### src/design/bti_pkg.sv
// Shared types, sizes and helpers of the bilinear table interpolator.
// No dependencies; bti_locate, bti_blend and the top level import this package.
package bti_pkg;

    // Table geometry (row-major) and backing store
    localparam int ROWS        = 32;
    localparam int COLS        = 32;
    localparam int STORE_DEPTH = 1024;
    localparam int ADDR_W      = $clog2(STORE_DEPTH);

    // Grid index width, large enough for the last row and the last column
    localparam int MAX_DIM = (ROWS > COLS) ? ROWS : COLS;
    localparam int IDX_W   = $clog2(MAX_DIM);

    // Linear address width before wrapping into the store
    localparam int LIN_RAW = $clog2(ROWS * COLS);
    localparam int LIN_W   = (LIN_RAW > ADDR_W) ? LIN_RAW : ADDR_W;

    // Number formats
    localparam int COORD_W  = 24;   // Q8.16 coordinates and registers
    localparam int SAMPLE_W = 32;   // Q8.24 samples
    localparam int FRAC_W   = 16;   // Q0.16 fraction
    localparam int WGT_W    = FRAC_W + 1;
    localparam int IPOS_W   = 32;   // Q16.16 grid position

    // 1.0 in Q0.16, with room for the carry
    localparam logic [WGT_W-1:0] ONE_Q16 = WGT_W'(1) << FRAC_W;

    // Register reset values
    localparam logic [COORD_W-1:0] LIMIT_RST = {COORD_W{1'b1}};
    localparam logic [COORD_W-1:0] STEP_RST  = COORD_W'(1) << FRAC_W;

    // Configuration register map
    localparam int CFG_IDX_W = 3;
    typedef enum logic [CFG_IDX_W-1:0] {
        CFG_Q_ORIGIN   = 3'd0,
        CFG_Q_LIMIT    = 3'd1,
        CFG_Q_INV_STEP = 3'd2,
        CFG_P_ORIGIN   = 3'd3,
        CFG_P_LIMIT    = 3'd4,
        CFG_P_INV_STEP = 3'd5
    } cfg_reg_t;

    // Position along one axis: the two neighbor indexes and the fraction
    typedef struct packed {
        logic [IDX_W-1:0]  i0;
        logic [IDX_W-1:0]  i1;
        logic [FRAC_W-1:0] frac;
    } loc_t;

    // Row-major store address, wrapping modulo the store depth
    function automatic logic [ADDR_W-1:0] entry_addr(input logic [IDX_W-1:0] row,
                                                     input logic [IDX_W-1:0] col);
        logic [LIN_W-1:0] lin;
        lin = LIN_W'(row) * LIN_W'(COLS) + LIN_W'(col);
        return lin[ADDR_W-1:0];
    endfunction

endpackage

### src/design/bti_locate.sv
// One axis of the interpolator: clamp, offset, reciprocal scale, index clamp.
// Depends on bti_pkg. Three register stages, one coordinate per cycle.
module bti_locate (
    input  logic                          clk,
    input  logic [bti_pkg::COORD_W-1:0]   coord,
    input  logic [bti_pkg::COORD_W-1:0]   origin,
    input  logic [bti_pkg::COORD_W-1:0]   limit,
    input  logic [bti_pkg::COORD_W-1:0]   inv_step,
    input  logic [bti_pkg::IDX_W-1:0]     last,
    output bti_pkg::loc_t                 loc
);
    import bti_pkg::*;

    logic [COORD_W-1:0]   raised;
    logic [COORD_W-1:0]   lowered;
    logic [COORD_W-1:0]   off_next;
    logic [COORD_W-1:0]   off_reg;
    logic [2*COORD_W-1:0] prod;
    logic [IPOS_W-1:0]    pos_reg;
    logic [FRAC_W-1:0]    ip;
    loc_t                 loc_next;
    loc_t                 loc_reg;

    // Stage 1: raise to origin, lower to limit, offset (zero if limit < origin)
    always_comb
    begin
        raised   = (coord < origin) ? origin : coord;
        lowered  = (raised > limit) ? limit : raised;
        off_next = (lowered < origin) ? '0 : lowered - origin;
    end

    // Stage 2: Q8.16 offset times Q8.16 reciprocal, keep Q16.16
    assign prod = (2*COORD_W)'(off_reg) * (2*COORD_W)'(inv_step);

    // Stage 3: clamp to the last grid point, fraction forced to zero there
    assign ip = pos_reg[IPOS_W-1:FRAC_W];

    always_comb
    begin
        if (ip >= FRAC_W'(last))
        begin
            loc_next.i0   = last;
            loc_next.i1   = last;
            loc_next.frac = '0;
        end
        else
        begin
            loc_next.i0   = ip[IDX_W-1:0];
            loc_next.i1   = ip[IDX_W-1:0] + IDX_W'(1);
            loc_next.frac = pos_reg[FRAC_W-1:0];
        end
    end

    always_ff @(posedge clk)
    begin
        off_reg <= off_next;
        pos_reg <= prod[FRAC_W +: IPOS_W];
        loc_reg <= loc_next;
    end

    assign loc = loc_reg;

endmodule

### config.mk
export PLATFORM = sky130hd
export DESIGN_NAME = bti_locate
export DESIGN_NICKNAME = d
export VERILOG_FILES = /design/src/design/bti_pkg.sv /design/src/design/bti_locate.sv
export SDC_FILE = /design/constraint.sdc
export NUM_CORES = 2
export LEC_CHECK = 0
export ABC_CLOCK_PERIOD_IN_PS = 25800
export BUFFER_PORTS_ARGS = -buffer_cell sky130_fd_sc_hd__buf_2
export CORE_ASPECT_RATIO = 1.75
export CORE_MARGIN = 2
export CORE_UTILIZATION = 25
export CTS_CLUSTER_DIAMETER = 200
export DETAILED_ROUTE_END_ITERATION = 10
export GPL_ROUTABILITY_DRIVEN = 0
export SLEW_MARGIN = 20
export SYNTH_ARGS = -nofsm -noshare
export SYNTH_HDL_FRONTEND = slang
export SYNTH_SLANG_ARGS = --single-unit
### constraint.sdc
create_clock -name clk -period 25.8 [get_ports clk]
set_input_delay 3.87 -clock clk [delete_from_list [all_inputs] [get_ports clk]]
set_output_delay 3.87 -clock clk [all_outputs]
set_load 0.005 [all_outputs]
Word level (Yosys, flattened, before mapping)
Cells that the tools add are included.

storage, ports and cells
  flip-flop bits (word level) = 82
  bits of input ports = 102
  word-level logic and storage cells = 15

cells by class
  add/sub/neg operators = 2
  multipliers = 1
  magnitude comparators = 4
  mux-type cells = 3

operator list
  operator                                     count
  less-than comparator 24 bit                  2
  multiplier 24 x 24 -> 48 bit                 1
  2-to-1 mux 24 bit                            2
  2-to-1 mux 26 bit                            1
  > comparator 24 bit                          1
  subtractor 24 bit                            1
  greater-or-equal comparator 16 x 5 -> 1 bit  1
  adder 5 x 1 -> 5 bit, second input constant  1

Logic depth before layout (Yosys ltp)
  word-level depth = 5
  depth in mapped cells = 38
  mapped depth without buffers = 35

Worst setup path before layout
Ideal clock, no wire load.

  path kind = input to register
  from = input origin[1] (netlist bit)
  to = register off_reg[20]
  data arrival time = 11.053 ns
  required time = 25.672 ns
  slack = 14.620 ns
  cell stages on the path = 35
  buffers on the path = 3
  cells stage by stage = inv_1 ha_1 a21o_1 a21o_1 a21o_1 a21o_1 a2111oi_4 o221ai_2 a221oi_4 buf_6 mux2_4 ha_1 nor2b_1 o21a_1 o21a_1 o21a_1 o21ai_0 nand2b_1 a21oi_1 o221ai_1 o32ai_1 clkbuf_1 mux2_2 fa_1 a21o_1 a21o_1 nand2_1 a21oi_1 a311o_1 o221ai_1 o21ai_0 a21oi_1 o21ba_2 clkbuf_1 nor2_1

on the way
  longest elaborated chain between the ends = 5

ends and longest elaborated chain
  element                                                           RTL line          RTL
  start: declaration                                                bti_locate.sv:6   input logic [bti_pkg::COORD_W-1:0] origin,
  less-than comparator 24 bit                                       bti_locate.sv:27  raised = (coord < origin) ? origin : coord;
  2-to-1 mux 24 bit                                                 bti_locate.sv:27
  > comparator 24 bit                                               bti_locate.sv:28  lowered = (raised > limit) ? limit : raised;
  2-to-1 mux 24 bit                                                 bti_locate.sv:28
  subtractor 24 bit or less-than comparator 24 bit (tied branches)  bti_locate.sv:29  off_next = (lowered < origin) ? '0 : lowered - origin;
  end signal: assignment                                            bti_locate.sv:56  off_reg <= off_next;
  end: declaration                                                  bti_locate.sv:17  logic [COORD_W-1:0] off_reg;

Several ways; a longest one is shown, not always the timed one.
A chain may end at the register's enable or synchronous reset.

Worst setup path in the final report
  from = input origin[1] (netlist bit)
  to = register off_reg[15]

The elaborated chain is that of the path after synthesis.

==> results_dict.tcl <==
set metrics [dict create \
    status "finished clean" \
    worstPathArrival_ns 11.71 \
    fin_area_um2 25600 \
    synthCells 2606 \
    grt_pass1_vias 19700 \
    synthArstFlopShare_pct 0 \
    maxCapViolations 0 \
    die_area_um2 96000 \
    largest_reg_flops 32 \
    initial_core_util_pct 25.2 \
    min_to "loc[3]$_SDFF_PN0_" \
    grtUsageTotal_pct 13.8 \
    antenna_found_initial 3 \
    ios 128 \
    dpl.hpwl_mm 52.2 \
    die_x_um 235 \
    cts_sinks 82 \
    setup_viol 0 \
    drc_errors 0 \
    r2r_setup_slack_ns 17.80 \
    cts_tree "done" \
    yosysSeqAreaShare_pct 7.03 \
    finalClockSkew_ns 0.0176 \
    std_cell_rows 148 \
    grt_overflow 0 \
    clk_path_buf_depth 2 \
    fin_tns_setup_ns 0 \
    fmax_ghz 0.0872 \
    reg2reg_to "pos_reg[31]$_DFF_P_" \
    cp.required_ns 26.04 \
    yosys_warnings 0 \
    cpPeakStageDelay_ns 0.62 \
    vias_per_cell 4.50 \
    port_buffers 127 \
    syn2layout_area_growth_pct 9.77 \
    avgSynthCellArea_um2 8.97 \
    wl_per_cell_um 16.6 \
    syn_nets 3437 \
    crit_path_max_fanout 24 \
    slew_violations 0 \
    htreeDepth 3 \
    worst-r2r-cell-count 26 \
    drt_iter0_markers 597 \
    place_area_um2 25300 \
    cts_hold_buffers 0 \
    timing.rr.start "off_reg[7]$_SDFF_PN0_" \
    synth-main-ff-cell "dfxtp_1" \
    final_nets 3497 \
    cts_made_buffers 9 \
    hold_viol 0 \
    firstDrtPassIters 4 \
    synth_edf_count 0 \
    die_y_um 408 \
    slowest_stage "a221oi_4" \
    period_needed_ns 11.46 \
    wl_mm 64.2 \
    syn_area_um2 23400 \
    insertion_delay_ns 0.40 \
    ys_seq_elements 82 \
    ys_types 53 \
    cts_root_buf "clkbuf_16" \
    worst_path_most_repeated_cell "a21o_1" \
    holdPathStages 1 \
    post_cts_buffers 0 \
    endpoint_kind "register" \
    min_from "pos_reg[3]$_DFF_P_" \
    rsz0062_at_grt "false" \
    grt_pass1_wl_mm 103 \
    post_cts_resized 0 \
    antenna_left 0 \
    worst_pin_slew_ns 0.764 \
    relSlewSlack_pct 48.9 \
    startpoint_type "input pin" \
    clk_pin_slew_ns 0.06 \
    worstSetupPathType "in -> reg" \
    vias 17400 \
    grt_max_degree 35 \
    drive_gt1_share_pct 8.50 \
    core_region_area_um2 92800 \
    fin_crit_sh_pct 44.4 \
    holdCritPathClass "reg -> reg" \
]
==> kinds of logic (layout without fill, tap and decap cells) <==
group | count (synthesis) | after routing | share of synthesized area (%)
and+or+nand+nor | 777 | 777 | 16.6
adders and majority gates | 729 | 729 | 54.5
buffers and inverters | 711 | 775 | 11.5
AOI/OAI and AO/OA | 204 | 204 | 5.77
DFF | 82 | 82 | 7.03
xor gates and xnor gates | 53 | 53 | 1.99
muxes | 50 | 50 | 2.58
other | 0 | 1 | 0
==> through the flow <==
step                      util [%]  std cells  setup slack (ns)  hold WS [ns]
after floorplan                  -       2606             14.62         0.406
after global placement        27.3       3855             14.02         0.417
after detailed placement      27.3       3855             13.88         0.417
after CTS                     27.6       3870             14.32         0.434
after global routing          27.6       3871             13.51         0.445
final                         27.6       3871             14.34         0.428
==> cells in the mapped netlist (4+ instances only) <==
| cell | instances | area, µm² |
|---|---|---|
| nand4_1 | 15 | 93.8 |
| o21bai_1 | 6 | 45.0 |
| fa_1 | 482 | 9650 |
| o211ai_1 | 5 | 37.5 |
| mux2_2 | 38 | 428 |
| xor2_1 | 22 | 193 |
| nor3_1 | 12 | 60.1 |
| nand2_1 | 328 | 1230 |
| a21oi_1 | 65 | 325 |
| dfxtp_1 | 82 | 1640 |
| a211oi_1 | 7 | 52.6 |
| ha_1 | 247 | 3090 |
| o221ai_1 | 4 | 35.0 |
| nand2b_1 | 10 | 62.6 |
| o21a_1 | 13 | 97.6 |
| or3_1 | 5 | 31.3 |
| nor2b_1 | 13 | 81.3 |
| and2_1 | 313 | 1960 |
| o21ai_0 | 38 | 190 |
| nor2_1 | 52 | 195 |
| inv_1 | 604 | 2270 |
| a21o_1 | 41 | 308 |
| clkbuf_1 | 103 | 387 |
| xnor2_1 | 31 | 272 |
| a2111oi_0 | 5 | 43.8 |
| nor4_1 | 4 | 25.0 |
| mux2_4 | 11 | 165 |
| nand3_1 | 15 | 75.1 |
==> cells in the final DEF, fill, tap and decap left out, drive strengths merged, types with 3 or more instances in the layout <==
| cell | instances |
|---|---|
| a211oi | 7 |
| nor2b | 13 |
| ha | 247 |
| a31oi | 3 |
| nor4 | 4 |
| mux2 | 49 |
| xnor2 | 31 |
| o21a | 13 |
| inv | 608 |
| o21bai | 6 |
| nand2b | 10 |
| o211ai | 5 |
| o21ai | 38 |
| or3 | 5 |
| buf | 156 |
| a21oi | 65 |
| dfxtp | 82 |
| fa | 482 |
| xor2 | 22 |
| clkbuf | 9 |
| nand2 | 328 |
| a2111oi | 6 |
| and3 | 3 |
| and2 | 313 |
| nor2 | 52 |
| a21o | 41 |
| nand4 | 15 |
| o221ai | 5 |
| nand3 | 15 |
| nor3 | 12 |
==> worst max-delay path by stage <==
| stage | from | to | slack, ns | cells past startpoint |
|---|---|---|---|---|
| floorplan | origin[1] | off_reg[20]$_SDFF_PN0_ | 14.62 | 35 |
| global placement | origin[1] | off_reg[15]$_SDFF_PN0_ | 14.02 | 35 |
| detailed placement | origin[1] | off_reg[15]$_SDFF_PN0_ | 13.88 | 30 |
| CTS | origin[1] | off_reg[15]$_SDFF_PN0_ | 14.32 | 32 |
| global route | origin[1] | off_reg[15]$_SDFF_PN0_ | 13.51 | 32 |
| finish | origin[1] | off_reg[15]$_SDFF_PN0_ | 14.34 | 30 |
==> layout make-up <==
cell class / count / area, µm²
clock inverters: 6 / 97.6
fillers: 9904 / 67100
inverters: 604 / 2270
diodes: 1 / 2.50
flip-flops and latches: 82 / 1640
repair buffers: 156 / 853
clock buffers: 9 / 225
well taps: 1200 / 1500
multi-input cells: 1813 / 19100
==> worst max-delay path, delay by kind of cell <==
kind,cells,cell delay [ns]
AOI/OAI and AO/OA,17,4.30
and+or+nand+nor,4,0.77
muxes,2,0.79
adders and majority gates,3,0.98
buffers and inverters,4,0.96
==> metal layers <==
layer	track usage (%)	wire length [µm]
met1	13.4	21400
met3	1.22	1560
met5	0	11
met4	6.70	2870
met2	28.3	38300
Power is not shown: default switching activity piles up to over one toggle a cycle in this logic, so the estimate is an artifact.
